===== config.mk =====
export PLATFORM = sky130hd
export DESIGN_NAME = load_cell_window_filter_scale_top
export DESIGN_NICKNAME = d
export VERILOG_FILES = /design/src/rtl/core/lcwf_pkg.sv /design/src/rtl/core/lcwf_ctrl.sv /design/src/rtl/core/lcwf_dp.sv /design/src/rtl/core/load_cell_window_filter_scale_top.sv
export SDC_FILE = /design/constraint.sdc
export NUM_CORES = 2
export LEC_CHECK = 0
export BUFFER_PORTS_ARGS = -buffer_cell sky130_fd_sc_hd__buf_2
export CAP_MARGIN = 15
export CORE_MARGIN = 4
export CORE_UTILIZATION = 40
export DETAILED_ROUTE_END_ITERATION = 8
export GPL_TIMING_DRIVEN = 0
export SLEW_MARGIN = 20
export SYNTH_ARGS = -nofsm -noshare
export SYNTH_HDL_FRONTEND = slang
export SYNTH_SLANG_ARGS = --single-unit

===== constraint.sdc =====
create_clock -name clk -period 15.02 [get_ports clk]
set_clock_uncertainty 0.05 [all_clocks]
set_input_delay 1.502 -clock clk [delete_from_list [all_inputs] [get_ports clk]]
set_output_delay 1.502 -clock clk [all_outputs]
set_load 0.02 [all_outputs]

===== src/rtl/core/lcwf_pkg.sv =====
// ----------------------------------------------------------------------------
// lcwf_pkg - shared types and constants for the load-cell window filter
// Item layouts, widths, opcode bits, register indexes and the command and
// status bundles that join the controller and the datapath.
// ----------------------------------------------------------------------------
`default_nettype none

package lcwf_pkg;

    localparam int MAX_SAMPLES = 64;
    localparam int FRAC_BITS   = 8;

    localparam int SAMPLE_W  = 24;
    localparam int REF_W     = 32;
    localparam int OUT_W     = 34;
    localparam int STATUS_W  = 2;
    localparam int OP_W      = 2;
    localparam int CFG_IDX_W = 1;

    localparam int ADDR_W    = (MAX_SAMPLES > 1) ? $clog2(MAX_SAMPLES) : 1;
    localparam int CNT_W     = $clog2(MAX_SAMPLES + 1);
    localparam int SUM_W     = SAMPLE_W + CNT_W;
    localparam int NUM_W     = SUM_W + 1;
    localparam int DIVN_W    = NUM_W + FRAC_BITS;
    localparam int DEN_W     = CNT_W + REF_W + 1;
    localparam int MAG_W     = DIVN_W + FRAC_BITS;
    localparam int DIV_CNT_W = $clog2(DIVN_W + 1);

    // opcode bits
    localparam int OP_MEAN_BIT = 0;
    localparam int OP_TARE_BIT = 1;

    // status bits
    localparam int ST_DROPPED_BIT  = 0;
    localparam int ST_ZERO_REF_BIT = 1;

    // register indexes
    localparam logic [CFG_IDX_W-1:0] CFG_REF_UNIT      = 1'd0;
    localparam logic [CFG_IDX_W-1:0] CFG_OFFSET_PRESET = 1'd1;

    // saturation limits, as magnitudes
    localparam logic [MAG_W-1:0] NEG_LIM = MAG_W'(1) << (OUT_W - 1);
    localparam logic [MAG_W-1:0] POS_LIM = NEG_LIM - MAG_W'(1);

    typedef struct packed {
        logic signed [SAMPLE_W-1:0] sample;
        logic                       last_sample;
        logic [OP_W-1:0]            opcode;
    } in_item_t;

    typedef struct packed {
        logic signed [OUT_W-1:0] scaled_value;
        logic [STATUS_W-1:0]     status;
    } out_item_t;

    typedef struct packed {
        logic              in_acc;
        logic              wr_en;
        logic [ADDR_W-1:0] wr_addr;
        logic [ADDR_W-1:0] rd_addr;
        logic              start;
        logic              sum_en;
        logic              cnt_clr;
        logic              cand_ld;
        logic              cmp_en;
        logic              rank_chk;
        logic              prep1;
        logic              prep2;
        logic              div_step;
        logic              fin;
        logic [CNT_W-1:0]  n;
        logic              dropped;
    } ctl_cmd_t;

    typedef struct packed {
        logic mean;
        logic out_free;
    } dp_stat_t;

endpackage

`default_nettype wire


===== src/rtl/core/lcwf_ctrl.sv =====
// ----------------------------------------------------------------------------
// lcwf_ctrl - sequencer for the load-cell window filter
// Counts the run, walks the sample store for the sum or the rank search,
// and steps the divider.
// ----------------------------------------------------------------------------
`default_nettype none

module lcwf_ctrl
(
    input  wire logic              clk,
    input  wire logic              rst_n,
    input  wire logic              in_valid,
    output logic                   in_stall,
    input  wire logic              last_sample,
    input  wire lcwf_pkg::dp_stat_t stat,
    output lcwf_pkg::ctl_cmd_t     cmd
);
    import lcwf_pkg::*;

    localparam logic [3:0] S_LOAD   = 4'd0;
    localparam logic [3:0] S_START  = 4'd1;
    localparam logic [3:0] S_SUM    = 4'd2;
    localparam logic [3:0] S_SDRAIN = 4'd3;
    localparam logic [3:0] S_CRD    = 4'd4;
    localparam logic [3:0] S_CLD    = 4'd5;
    localparam logic [3:0] S_CSCAN  = 4'd6;
    localparam logic [3:0] S_CDRAIN = 4'd7;
    localparam logic [3:0] S_CCHK   = 4'd8;
    localparam logic [3:0] S_PREP1  = 4'd9;
    localparam logic [3:0] S_PREP2  = 4'd10;
    localparam logic [3:0] S_DIV    = 4'd11;
    localparam logic [3:0] S_FIN    = 4'd12;

    logic [3:0]           state_reg, state_next;
    logic [CNT_W-1:0]     cnt_reg, cnt_next;
    logic                 dropped_reg, dropped_next;
    logic [CNT_W-1:0]     idx_reg, idx_next;
    logic [CNT_W-1:0]     cidx_reg, cidx_next;
    logic                 pend_reg, pend_next;
    logic [DIV_CNT_W-1:0] div_cnt_reg, div_cnt_next;
    logic                 accept;
    logic [CNT_W-1:0]     last_idx;

    assign in_stall = (state_reg != S_LOAD);
    assign accept   = in_valid && !in_stall;
    assign last_idx = cnt_reg - CNT_W'(1);

    always_comb
    begin
        state_next   = state_reg;
        cnt_next     = cnt_reg;
        dropped_next = dropped_reg;
        idx_next     = idx_reg;
        cidx_next    = cidx_reg;
        pend_next    = 1'b0;
        div_cnt_next = div_cnt_reg;
        cmd          = '0;
        cmd.n        = cnt_reg;
        cmd.dropped  = dropped_reg;
        cmd.wr_addr  = cnt_reg[ADDR_W-1:0];
        cmd.rd_addr  = idx_reg[ADDR_W-1:0];
        unique case (state_reg)
            S_LOAD:
            begin
                if (accept)
                begin
                    cmd.in_acc = 1'b1;
                    if (cnt_reg < CNT_W'(MAX_SAMPLES))
                    begin
                        cmd.wr_en = 1'b1;
                        cnt_next  = cnt_reg + CNT_W'(1);
                    end
                    else
                    begin
                        dropped_next = 1'b1;
                    end
                    if (last_sample)
                    begin
                        state_next = S_START;
                    end
                end
            end
            S_START:
            begin
                cmd.start  = 1'b1;
                idx_next   = '0;
                cidx_next  = '0;
                state_next = stat.mean ? S_SUM : S_CRD;
            end
            S_SUM:
            begin
                cmd.sum_en = pend_reg;
                pend_next  = 1'b1;
                idx_next   = idx_reg + CNT_W'(1);
                if (idx_reg == last_idx)
                begin
                    state_next = S_SDRAIN;
                end
            end
            S_SDRAIN:
            begin
                cmd.sum_en = pend_reg;
                state_next = S_PREP1;
            end
            S_CRD:
            begin
                cmd.rd_addr = cidx_reg[ADDR_W-1:0];
                cmd.cnt_clr = 1'b1;
                idx_next    = '0;
                state_next  = S_CLD;
            end
            S_CLD:
            begin
                cmd.cand_ld = 1'b1;
                pend_next   = 1'b1;
                idx_next    = idx_reg + CNT_W'(1);
                state_next  = (idx_reg == last_idx) ? S_CDRAIN : S_CSCAN;
            end
            S_CSCAN:
            begin
                cmd.cmp_en = pend_reg;
                pend_next  = 1'b1;
                idx_next   = idx_reg + CNT_W'(1);
                if (idx_reg == last_idx)
                begin
                    state_next = S_CDRAIN;
                end
            end
            S_CDRAIN:
            begin
                cmd.cmp_en = pend_reg;
                state_next = S_CCHK;
            end
            S_CCHK:
            begin
                cmd.rank_chk = 1'b1;
                cidx_next    = cidx_reg + CNT_W'(1);
                state_next   = (cidx_reg == last_idx) ? S_PREP1 : S_CRD;
            end
            S_PREP1:
            begin
                cmd.prep1  = 1'b1;
                state_next = S_PREP2;
            end
            S_PREP2:
            begin
                cmd.prep2    = 1'b1;
                div_cnt_next = '0;
                state_next   = S_DIV;
            end
            S_DIV:
            begin
                cmd.div_step = 1'b1;
                div_cnt_next = div_cnt_reg + DIV_CNT_W'(1);
                if (div_cnt_reg == DIV_CNT_W'(DIVN_W - 1))
                begin
                    state_next = S_FIN;
                end
            end
            S_FIN:
            begin
                if (stat.out_free)
                begin
                    cmd.fin      = 1'b1;
                    cnt_next     = '0;
                    dropped_next = 1'b0;
                    state_next   = S_LOAD;
                end
            end
            default:
            begin
                state_next = S_LOAD;
            end
        endcase
    end

    always_ff @(posedge clk or negedge rst_n)
    begin
        if (!rst_n)
        begin
            state_reg   <= S_LOAD;
            cnt_reg     <= '0;
            dropped_reg <= 1'b0;
            idx_reg     <= '0;
            cidx_reg    <= '0;
            pend_reg    <= 1'b0;
            div_cnt_reg <= '0;
        end
        else
        begin
            state_reg   <= state_next;
            cnt_reg     <= cnt_next;
            dropped_reg <= dropped_next;
            idx_reg     <= idx_next;
            cidx_reg    <= cidx_next;
            pend_reg    <= pend_next;
            div_cnt_reg <= div_cnt_next;
        end
    end

`ifndef SYNTHESIS
    a_cnt_bound: assert property (@(posedge clk) disable iff (!rst_n)
        cnt_reg <= CNT_W'(MAX_SAMPLES))
        else $error("sample count beyond store depth");

    a_run_clear: assert property (@(posedge clk) disable iff (!rst_n)
        (state_reg == S_FIN && stat.out_free) |=> (cnt_reg == '0 && !dropped_reg))
        else $error("run state not cleared after result");

    a_nonempty: assert property (@(posedge clk) disable iff (!rst_n)
        (state_reg == S_START) |-> (cnt_reg != '0))
        else $error("reduction started on an empty run");
`endif

endmodule

`default_nettype wire


===== src/rtl/core/lcwf_dp.sv =====
// ----------------------------------------------------------------------------
// lcwf_dp - datapath for the load-cell window filter
// Sample store, sum and rank counters, restoring divider, output register
// and the configuration registers.
// ----------------------------------------------------------------------------
`default_nettype none

module lcwf_dp
(
    input  wire logic                          clk,
    input  wire logic                          rst_n,
    input  wire lcwf_pkg::ctl_cmd_t            cmd,
    output lcwf_pkg::dp_stat_t                 stat,
    input  wire lcwf_pkg::in_item_t            in_data,
    input  wire logic                          cfg_valid,
    input  wire logic [lcwf_pkg::CFG_IDX_W-1:0] cfg_index,
    input  wire logic [lcwf_pkg::REF_W-1:0]    cfg_data,
    output logic                               out_valid,
    input  wire logic                          out_stall,
    output lcwf_pkg::out_item_t                out_data
);
    import lcwf_pkg::*;

    logic signed [SAMPLE_W-1:0] mem [MAX_SAMPLES];
    logic signed [SAMPLE_W-1:0] rd_data_reg;
    logic [OP_W-1:0]            op_reg;
    logic signed [REF_W-1:0]    ref_reg;
    logic signed [SAMPLE_W-1:0] off_reg;
    logic signed [SUM_W-1:0]    sum_reg;
    logic signed [SAMPLE_W-1:0] cand_reg, va_reg, vb_reg;
    logic [CNT_W-1:0]           lt_reg, le_reg;
    logic signed [NUM_W-1:0]    p_reg, prod_reg;
    logic [CNT_W-1:0]           d_reg;
    logic [DEN_W-1:0]           den_reg;
    logic                       neg_reg;
    logic [DEN_W-1:0]           rem_reg;
    logic [DIVN_W-1:0]          quo_reg;
    logic                       out_valid_reg;
    out_item_t                  out_data_reg;

    logic                       is_mean, is_tare;
    logic [CNT_W-1:0]           half, ka, kb, d_sel;
    logic signed [NUM_W-1:0]    p_sel, off_ext, d_ext, num;
    logic [REF_W-1:0]           ref_mag;
    logic [NUM_W-1:0]           num_mag, p_mag;
    logic [DEN_W:0]             rem_sh;
    logic                       ge;
    logic [MAG_W-1:0]           mag;
    logic signed [OUT_W-1:0]    res;
    logic [DIVN_W-1:0]          r_full;
    logic [STATUS_W-1:0]        status;

    assign is_mean = op_reg[OP_MEAN_BIT];
    assign is_tare = op_reg[OP_TARE_BIT];

    assign stat.mean     = is_mean;
    assign stat.out_free = !out_valid_reg || !out_stall;
    assign out_valid     = out_valid_reg;
    assign out_data      = out_data_reg;

    // median ranks: the two middle ranks, equal for an odd count
    assign half = cmd.n >> 1;
    assign kb   = half;
    assign ka   = cmd.n[0] ? half : half - CNT_W'(1);

    assign d_sel   = is_mean ? cmd.n : CNT_W'(2);
    assign p_sel   = is_mean ? NUM_W'(sum_reg) : (NUM_W'(va_reg) + NUM_W'(vb_reg));
    assign off_ext = NUM_W'(off_reg);
    assign d_ext   = $signed(NUM_W'(d_sel));
    assign ref_mag = ref_reg[REF_W-1] ? (~ref_reg + REF_W'(1)) : ref_reg;

    assign num     = p_reg - prod_reg;
    assign num_mag = num[NUM_W-1] ? (~num + NUM_W'(1)) : num;
    assign p_mag   = p_reg[NUM_W-1] ? (~p_reg + NUM_W'(1)) : p_reg;

    assign rem_sh = {rem_reg, quo_reg[DIVN_W-1]};
    assign ge     = rem_sh >= {1'b0, den_reg};

    always_comb
    begin
        mag = is_tare ? (MAG_W'(quo_reg) << FRAC_BITS) : MAG_W'(quo_reg);
        if (neg_reg)
        begin
            res = (mag >= NEG_LIM) ? NEG_LIM[OUT_W-1:0] : (~mag[OUT_W-1:0] + OUT_W'(1));
        end
        else
        begin
            res = (mag > POS_LIM) ? POS_LIM[OUT_W-1:0] : mag[OUT_W-1:0];
        end
        status                  = '0;
        status[ST_DROPPED_BIT]  = cmd.dropped;
        if (!is_tare && ref_reg == '0)
        begin
            res                     = '0;
            status[ST_ZERO_REF_BIT] = 1'b1;
        end
        r_full = neg_reg ? (~quo_reg + DIVN_W'(1)) : quo_reg;
    end

    // sample store
    always_ff @(posedge clk)
    begin
        if (cmd.wr_en)
        begin
            mem[cmd.wr_addr] <= in_data.sample;
        end
        rd_data_reg <= mem[cmd.rd_addr];
    end

    // reduction and divider datapath
    always_ff @(posedge clk)
    begin
        if (cmd.in_acc)
        begin
            op_reg <= in_data.opcode;
        end
        if (cmd.start)
        begin
            sum_reg <= '0;
        end
        if (cmd.sum_en)
        begin
            sum_reg <= sum_reg + SUM_W'(rd_data_reg);
        end
        if (cmd.cnt_clr)
        begin
            lt_reg <= '0;
            le_reg <= '0;
        end
        if (cmd.cand_ld)
        begin
            cand_reg <= rd_data_reg;
        end
        if (cmd.cmp_en)
        begin
            lt_reg <= lt_reg + CNT_W'(rd_data_reg < cand_reg);
            le_reg <= le_reg + CNT_W'(rd_data_reg <= cand_reg);
        end
        if (cmd.rank_chk)
        begin
            if (lt_reg <= ka && ka < le_reg)
            begin
                va_reg <= cand_reg;
            end
            if (lt_reg <= kb && kb < le_reg)
            begin
                vb_reg <= cand_reg;
            end
        end
        if (cmd.prep1)
        begin
            p_reg    <= p_sel;
            d_reg    <= d_sel;
            prod_reg <= off_ext * d_ext;
            den_reg  <= is_tare ? (DEN_W'(d_sel) << 1) : (DEN_W'(d_sel) * DEN_W'(ref_mag));
        end
        if (cmd.prep2)
        begin
            rem_reg <= '0;
            if (is_tare)
            begin
                // round half away from zero: (2|p| + d) / 2d
                quo_reg <= DIVN_W'({p_mag, 1'b0}) + DIVN_W'(d_reg);
                neg_reg <= p_reg[NUM_W-1];
            end
            else
            begin
                quo_reg <= DIVN_W'(num_mag) << FRAC_BITS;
                neg_reg <= num[NUM_W-1] ^ ref_reg[REF_W-1];
            end
        end
        if (cmd.div_step)
        begin
            rem_reg <= ge ? DEN_W'(rem_sh - {1'b0, den_reg}) : rem_sh[DEN_W-1:0];
            quo_reg <= {quo_reg[DIVN_W-2:0], ge};
        end
        if (cmd.fin)
        begin
            out_data_reg.scaled_value <= res;
            out_data_reg.status       <= status;
        end
    end

    // configuration registers and output valid
    always_ff @(posedge clk or negedge rst_n)
    begin
        if (!rst_n)
        begin
            ref_reg       <= REF_W'(1);
            off_reg       <= '0;
            out_valid_reg <= 1'b0;
        end
        else
        begin
            if (cfg_valid)
            begin
                unique case (cfg_index)
                    CFG_REF_UNIT:      ref_reg <= cfg_data;
                    CFG_OFFSET_PRESET: off_reg <= cfg_data[SAMPLE_W-1:0];
                    default:           ref_reg <= ref_reg;
                endcase
            end
            if (cmd.fin && is_tare)
            begin
                off_reg <= r_full[SAMPLE_W-1:0];
            end
            if (cmd.fin)
            begin
                out_valid_reg <= 1'b1;
            end
            else if (!out_stall)
            begin
                out_valid_reg <= 1'b0;
            end
        end
    end

endmodule

`default_nettype wire


===== src/rtl/core/load_cell_window_filter_scale_top.sv =====
// Mean run: one pass over the sample store forms the sum, then a restoring
// divider runs. Median run: each candidate sample is ranked by one pass
// over the sample store, then the restoring divider runs.
// Throughput: one sample per cycle while loading; a new run loads while the
// previous result waits in the output register.
// Reset: asynchronous, active low; clears count, flags, offset, ref unit to 1.
// ----------------------------------------------------------------------------
// load_cell_window_filter_scale_top - median or mean window filter with tare
// Buffers a run of load-cell samples, reduces it to its median or mean, and
// either scales it against the stored offset or stores it as a new offset.
// ----------------------------------------------------------------------------
`default_nettype none

module load_cell_window_filter_scale_top
(
    input  wire logic                          clk,
    input  wire logic                          rst_n,
    // sample items
    input  wire logic                          in_valid,
    output logic                               in_stall,
    input  wire lcwf_pkg::in_item_t            in_data,
    // result items
    output logic                               out_valid,
    input  wire logic                          out_stall,
    output lcwf_pkg::out_item_t                out_data,
    // register writes
    input  wire logic                          cfg_valid,
    output logic                               cfg_ready,
    input  wire logic [lcwf_pkg::CFG_IDX_W-1:0] cfg_index,
    input  wire logic [lcwf_pkg::REF_W-1:0]    cfg_data
);
    import lcwf_pkg::*;

    ctl_cmd_t cmd;
    dp_stat_t stat;

    // registers are to be written only while idle (the user's duty, not enforced here), so always take a write
    assign cfg_ready = 1'b1;

    // controller: hold input stalled from the last item until the result
    // is handed to the output register
    lcwf_ctrl u_ctrl
    (
        .clk         (clk),
        .rst_n       (rst_n),
        .in_valid    (in_valid),
        .in_stall    (in_stall),
        .last_sample (in_data.last_sample),
        .stat        (stat),
        .cmd         (cmd)
    );

    // datapath: store, rank search, divider and output register
    lcwf_dp u_dp
    (
        .clk       (clk),
        .rst_n     (rst_n),
        .cmd       (cmd),
        .stat      (stat),
        .in_data   (in_data),
        .cfg_valid (cfg_valid),
        .cfg_index (cfg_index),
        .cfg_data  (cfg_data),
        .out_valid (out_valid),
        .out_stall (out_stall),
        .out_data  (out_data)
    );

endmodule

`default_nettype wire

* Word level (Yosys, flattened, before mapping)
Memories as Yosys holds them, arrays and structs flattened. A register that Yosys moved wholly into a read port is not among the register bits. Cells that the tools add are included.
Operators by class: reduce and logical (&&, ||, !) cells 33, bitwise logic cells 7, $lt $le $gt $ge 10, multiplexer cells 69, equality and inequality tests 24, multiply operators 2, add/subtract/negate cells 18
Operator list (count):
- 40-bit 2-to-1 mux | 6
- 32-bit 2-to-1 mux | 4
- 34-bit 2-to-1 mux | 3
- 32-bit by 2-bit adder with 32-bit output (second input constant) | 3
- 24-bit 2-to-1 mux | 4
- 32-bit inverter | 3
- 31-bit 2-to-1 mux | 2
- 7-bit 2-to-1 mux | 8
- 4-bit case mux with 13 select lines | 1
- 48-bit by 34-bit >= comparator with 1-bit output (second input constant) | 1
- 48-bit by 33-bit greater-than comparator with 1-bit output (second input constant) | 1
- 48-bit 2-to-1 mux | 1
- 7-bit case mux with 2 select lines | 3
- 41-bit by 40-bit >= comparator with 1-bit output | 1
- 40-bit subtractor | 1
- 7-bit by 32-bit multiplier with 39-bit output | 1
- 33-bit by 7-bit adder with 34-bit output | 1
- 34-bit by 1-bit adder with 34-bit output (second input constant) | 1
- 34-bit inverter | 1
- 32-bit logical NOT | 1
- 24-bit by 8-bit multiplier with 32-bit output | 1
- 32-bit subtractor | 1
- 31-bit by 24-bit adder with 31-bit output | 1
- 4-bit 2-to-1 mux | 7
- 43 further kinds | 106
Word-level totals: word-level logic and storage cells 191, output and inout bits 39, RAM bits 1536, memories kept 1, register bits after elaboration 437
Memory list:
- u_dp.mem | words 64, bits a word 24, read ports 1, clocked after Yosys merged registers in 1, write ports 1, RTL line lcwf_dp.sv:24 | logic signed [SAMPLE_W-1:0] mem [MAX_SAMPLES];

* Longest topological paths before layout
depth in word-level cells 7, mapped depth 25, gate-level depth less buffers 25

* By module
Synthesis repeated with hierarchy kept, for this count alone.
Second synthesis, totals: cells, all modules 6909, area, all modules 101394.7 sq um
By module, submodules not included:
- lcwf_dp | cells each 6637, area each 99090.0 sq um, sequential area each 58392.3 sq um, times used 1
- lcwf_ctrl | cells each 270, area each 2293.4 sq um, sequential area each 825.8 sq um, times used 1
- load_cell_window_filter_scale_top | cells each 2, area each 11.3 sq um, sequential area each 0.0 sq um, times used 1

* Worst setup path before layout
No wires, ideal clock.
kind register -> register, from register u_ctrl.cnt_reg[2], to register u_dp.va_reg[0] (enable), stages on the path, launching flop included 17, setup time 0.536 ns, data arrival time 6.382 ns, buffers on the path 1, slack 8.052 ns, clock period less this slack 6.968 ns, cell sequence dfrtp_1 -> clkbuf_1 -> inv_1 -> ha_1 -> mux2i_1 -> inv_1 -> ha_1 -> nor2b_1 -> o21ai_0 -> nand2b_1 -> a21oi_1 -> nor2b_1 -> o21ai_0 -> nand2b_1 -> a21oi_1 -> a41oi_1 -> a2111oi_0
On the way: longest elaborated chain between the ends 5
RTL lines:
- from (decl) | RTL line lcwf_ctrl.sv:35 | logic [CNT_W-1:0] cnt_reg, cnt_next;
- from (signal assigned) | RTL line lcwf_ctrl.sv:192 | cnt_reg <= cnt_next;
- 6-bit by 1-bit subtractor with 7-bit output | RTL line lcwf_dp.sv:64 | assign ka = cmd.n[0] ? half : half - CNT_W'(1);
- 7-bit 2-to-1 mux (*) | RTL line lcwf_dp.sv:64
- 7-bit <= comparator or 7-bit less-than comparator (tied branches) | RTL line lcwf_dp.sv:141 | if (lt_reg <= ka && ka < le_reg)
- 1-bit logical AND (*) | RTL line lcwf_dp.sv:141
- 2-bit AND reduction (no line) (*)
- to (signal assigned) | RTL line lcwf_dp.sv:143 | va_reg <= cand_reg;
- to (decl) | RTL line lcwf_dp.sv:30 | logic signed [SAMPLE_W-1:0] cand_reg, va_reg, vb_reg;
Mark *: on every way between the ends. The rest lies on a longest branch, timed or not. A chain may end at the register's enable or synchronous reset.

* Worst setup path in the final report
from register u_dp.op_reg[0], to register u_dp.den_reg[34], data pin
On the way: longest elaborated chain between the ends 2
RTL lines:
- from (decl) | RTL line lcwf_dp.sv:26 | logic [OP_W-1:0] op_reg;
- from (signal assigned) | RTL line lcwf_dp.sv:115 | op_reg <= in_data.opcode;
- 7-bit 2-to-1 mux | RTL line lcwf_dp.sv:66 | assign d_sel = is_mean ? cmd.n : CNT_W'(2);
- 7-bit by 32-bit multiplier with 39-bit output | RTL line lcwf_dp.sv:155 | den_reg <= is_tare ? (DEN_W'(d_sel) << 1) : (DEN_W'(d_sel) * DEN_W'(ref_mag));
- to (signal assigned) | RTL line lcwf_dp.sv:155
- to (decl) | RTL line lcwf_dp.sv:34 | logic [DEN_W-1:0] den_reg;
Every way passes these cells.

==> impl_results.md <==
- VDD IR max: 0.000129 V
- Post-synth ARST share: 0.0451
- Vias: 65700
- Final setup viols: 0
- CTS buffer count: 200
- Area fraction of the dominant cell type after synthesis: 0.553
- Worst EP required: 15.50 ns
- Share of cells above drive strength 1: 0.137
- Full die area: 264000 um^2
- Post-Synthesis Cells: 7454
- TritonRoute pass-1 iters: 6
- All-layer global routing usage: 0.223
- Max_slew headroom: 0.172
- Synth area leader: edfxtp_1
- Die Span X: 513 um
- Yosys warnings: 0
- Post-CTS Setup Inserts: 0
- Setup crit end kind: flip-flop
- First-pass GRT wire length: 439000 um
- Slew Viols, Final: 0
- CTS Hold Buffers Added: 0
- Post-DRT Antenna Nets: 0
- Setup TNS: 0 ns
- Design Area, Final: 116000 um^2
- Dpl ws: 6.78 ns
- RSZ-0062 raised after global routing: no
- Nets: 8532
- Final hold violations: 0
- GP Congestion: 0.934
- Non-Filler Instances: 11400
- DR WL/cell: 26.1 um
- Placed cells: 11000
- I/O Pins: 104
- Critical-path cell list: clkbuf_1 > clkbuf_1 > nand2_1 > clkbuf_1 > clkbuf_1 > nor2_1 > fa_1 > fa_1 > inv_1 > fa_1 > inv_1 > fa_1 > ha_1 > nand3_1 > nor2_1 > o311a_1 > o21ai_0 > a211oi_1 > nor3_1 > o21ai_0 > a311oi_1 > nor3_1
- Synth Net Count: 8118
- HP Class: reg2reg
- Leakage power: 42.3 nW
- Clk sinks: 1995
- Fmax: 118 MHz
- Slowest-stage cell, CP: nor3_1
- Final WS setup: 6.56 ns
- Syn_area_per_cell: 13.7 um^2
- CP delay by family, top: adder cells
- Die height: 513 um
- P per Cell Area: 152 nW/um^2
- Worst slew pin tran: 1.23 ns
- Crit-path max cell delay: 0.68 ns
- Initial antenna violation count: 17
- Post-CTS sizing: 0
- Cell depth of the worst setup path: 22
- Worst Setup SP: u_dp.op_reg[0]
- Top cells by area, synth: edfxtp_1 55%, mux4_2 8.5%, fa_1 5.5%
- Max reg flops: 1536
- Via/cell ratio: 5.76
- Final worst path period need: 8.46 ns
- Core Region: 254000 um^2
- Crit path DAT: 8.94 ns
- CTS tree: built
- Post-synth EDFFs: 1881
- Cell Area, Placed: 110000 um^2
- Most frequent cells in the layout: 1881 x edfxtp_1, 519 x nand2_1, 506 x inv_1
- Synth unique cells: 95
- Multi-input gate area: 40300 um^2
- Synth Flop Type: edfxtp_1
- Critical Path Start Type: flip-flop
- Seq/Total Area, Yosys: 0.579
- Hold wc startpoint: u_dp.cand_reg[18]
- Worst path bufs/invs: 6
- Status: finished clean
- DRC: 0
- Clk buf depth: 3
- Clk root buf: clkbuf_16
- H-tree depth: 4
- Initial DRC count: 6986
- Flops & latches, synth: 1995
- CTS clk-pin slew, worst paths: 0.06 ns
- Initial Utilization: 0.402
- Clk_lat worst skew: 0.86 ns
- Row cnt: 185
- R2r startpoint: u_dp.op_reg[0]
- Hpwl dp: 214000 um
- Layout fillers: 22400
- Final wirelength: 297000 um
- Hold path cells: 0
- Max-cap violations: 0
- Congestion Overflow GR: 0
- Commonest non-fill, non-tap cell in the layout: edfxtp_1
- Number of global-route vias before repair: 66100
- Total power: 17.7 mW
- Register area: 59200 um^2
- Post-Synthesis Cell Area: 102000 um^2
- Worst Reg-to-Reg Cells: 22
- CP Class: reg2reg
- Port Buffer Count: 102
- Critical Path Fanout Max: 10
- Area Growth Syn to Fin: 13.9%
- Largest net degree at the start of global routing: 65
- Tcrit/Tclk final: 0.564
==> layer usage <==
layer	GRT usage	up-vias	part of all wire
met1	0.293	33600	0.40
met4	0.0865	2	0.046
met2	0.368	2605	0.48
met5	0	-	0.000057
li1	-	28800	-
met3	0.0404	561	0.073
==> per-stage QoR <==
step | util | hold slack [ns]
6_report | 0.458 | 0.403
5_1_grt | 0.458 | 0.423
4_1_cts | 0.458 | 0.401
3_5_place_dp | 0.433 | 0.397
3_3_place_gp | 0.421 | 0.386
2_1_floorplan | - | 0.375
==> synthesized netlist by cell type, types with 10 or more instances <==
library cell,number
o22ai_1,12
o211ai_1,34
o21a_1,36
o21bai_1,16
fa_1,280
xnor2_1,168
inv_1,507
o41ai_1,24
a21o_1,106
nand2b_1,68
nand4_1,46
nand3_1,123
nor3_1,92
nand2_1,524
or3_1,43
nor2b_1,49
a31oi_1,96
mux4_2,384
dfxtp_1,24
dfrtp_1,89
and4_1,13
mux2_2,43
or2_2,11
or4_1,18
a21oi_1,340
buf_1,41
a21boi_0,12
a311oi_1,53
clkbuf_1,293
edfxtp_1,1881
buf_2,34
and2_1,120
nor2_1,552
nor4_1,26
o21ai_0,216
a22o_1,10
and3_1,153
xor2_1,131
ha_1,319
o31ai_1,41
a211o_1,17
mux2i_1,98
a211oi_1,153
nor3b_1,12
==> cells by family after synthesis <==
kind of cell,after synthesis,synth area share
compound gates,1265,0.0807
buf+inv,885,0.0331
other cells,1,0.0000367
flops,1995,0.579
mux,525,0.0990
xor+xnor,299,0.0256
simple gates,1885,0.0882
fa+ha+maj,599,0.0939
==> power breakdown <==
group / total [mW] / leakage [nW] / internal, mW / switching, mW
clock: 4.93 / 3.13 / 2.71 / 2.22
sequential: 6.70 / 18.3 / 6.43 / 0.268
combinational: 6.06 / 20.9 / 2.42 / 3.64
total: 17.7 / 42.3 / 11.6 / 6.13
==> cell type report <==
class                   count  share of cell area
repair buffers            212              0.0240
multi-input cells        4574               0.346
inverters                 514              0.0166
well taps                3366              0.0362
clock inverters           119              0.0107
diodes                      7            0.000150
flip-flops and latches   1995               0.509
clock buffers             246              0.0450
plain buffers             371              0.0126
==> worst register-to-register path, delay by kind of cell (launching register included) <==
kind | cells | cell delay [ns]
fa+ha+maj | 5 | 2.42
flops | 1 | 0.46
simple gates | 6 | 1.51
compound gates | 5 | 1.73
buf+inv | 6 | 1.99
==> worst paths after layout <==
check                      slack, ns          endpoint
min in group asynchronous       0.52   u_ctrl.pend_reg
min reg2reg                     0.40   u_dp.vb_reg[18]
max                             6.56  u_dp.den_reg[34]
max reg2reg                     6.56  u_dp.den_reg[34]
min                             0.40   u_dp.vb_reg[18]
max in group asynchronous      13.65   u_dp.ref_reg[0]
No activity file was read; power rests on OpenSTA's default activity.
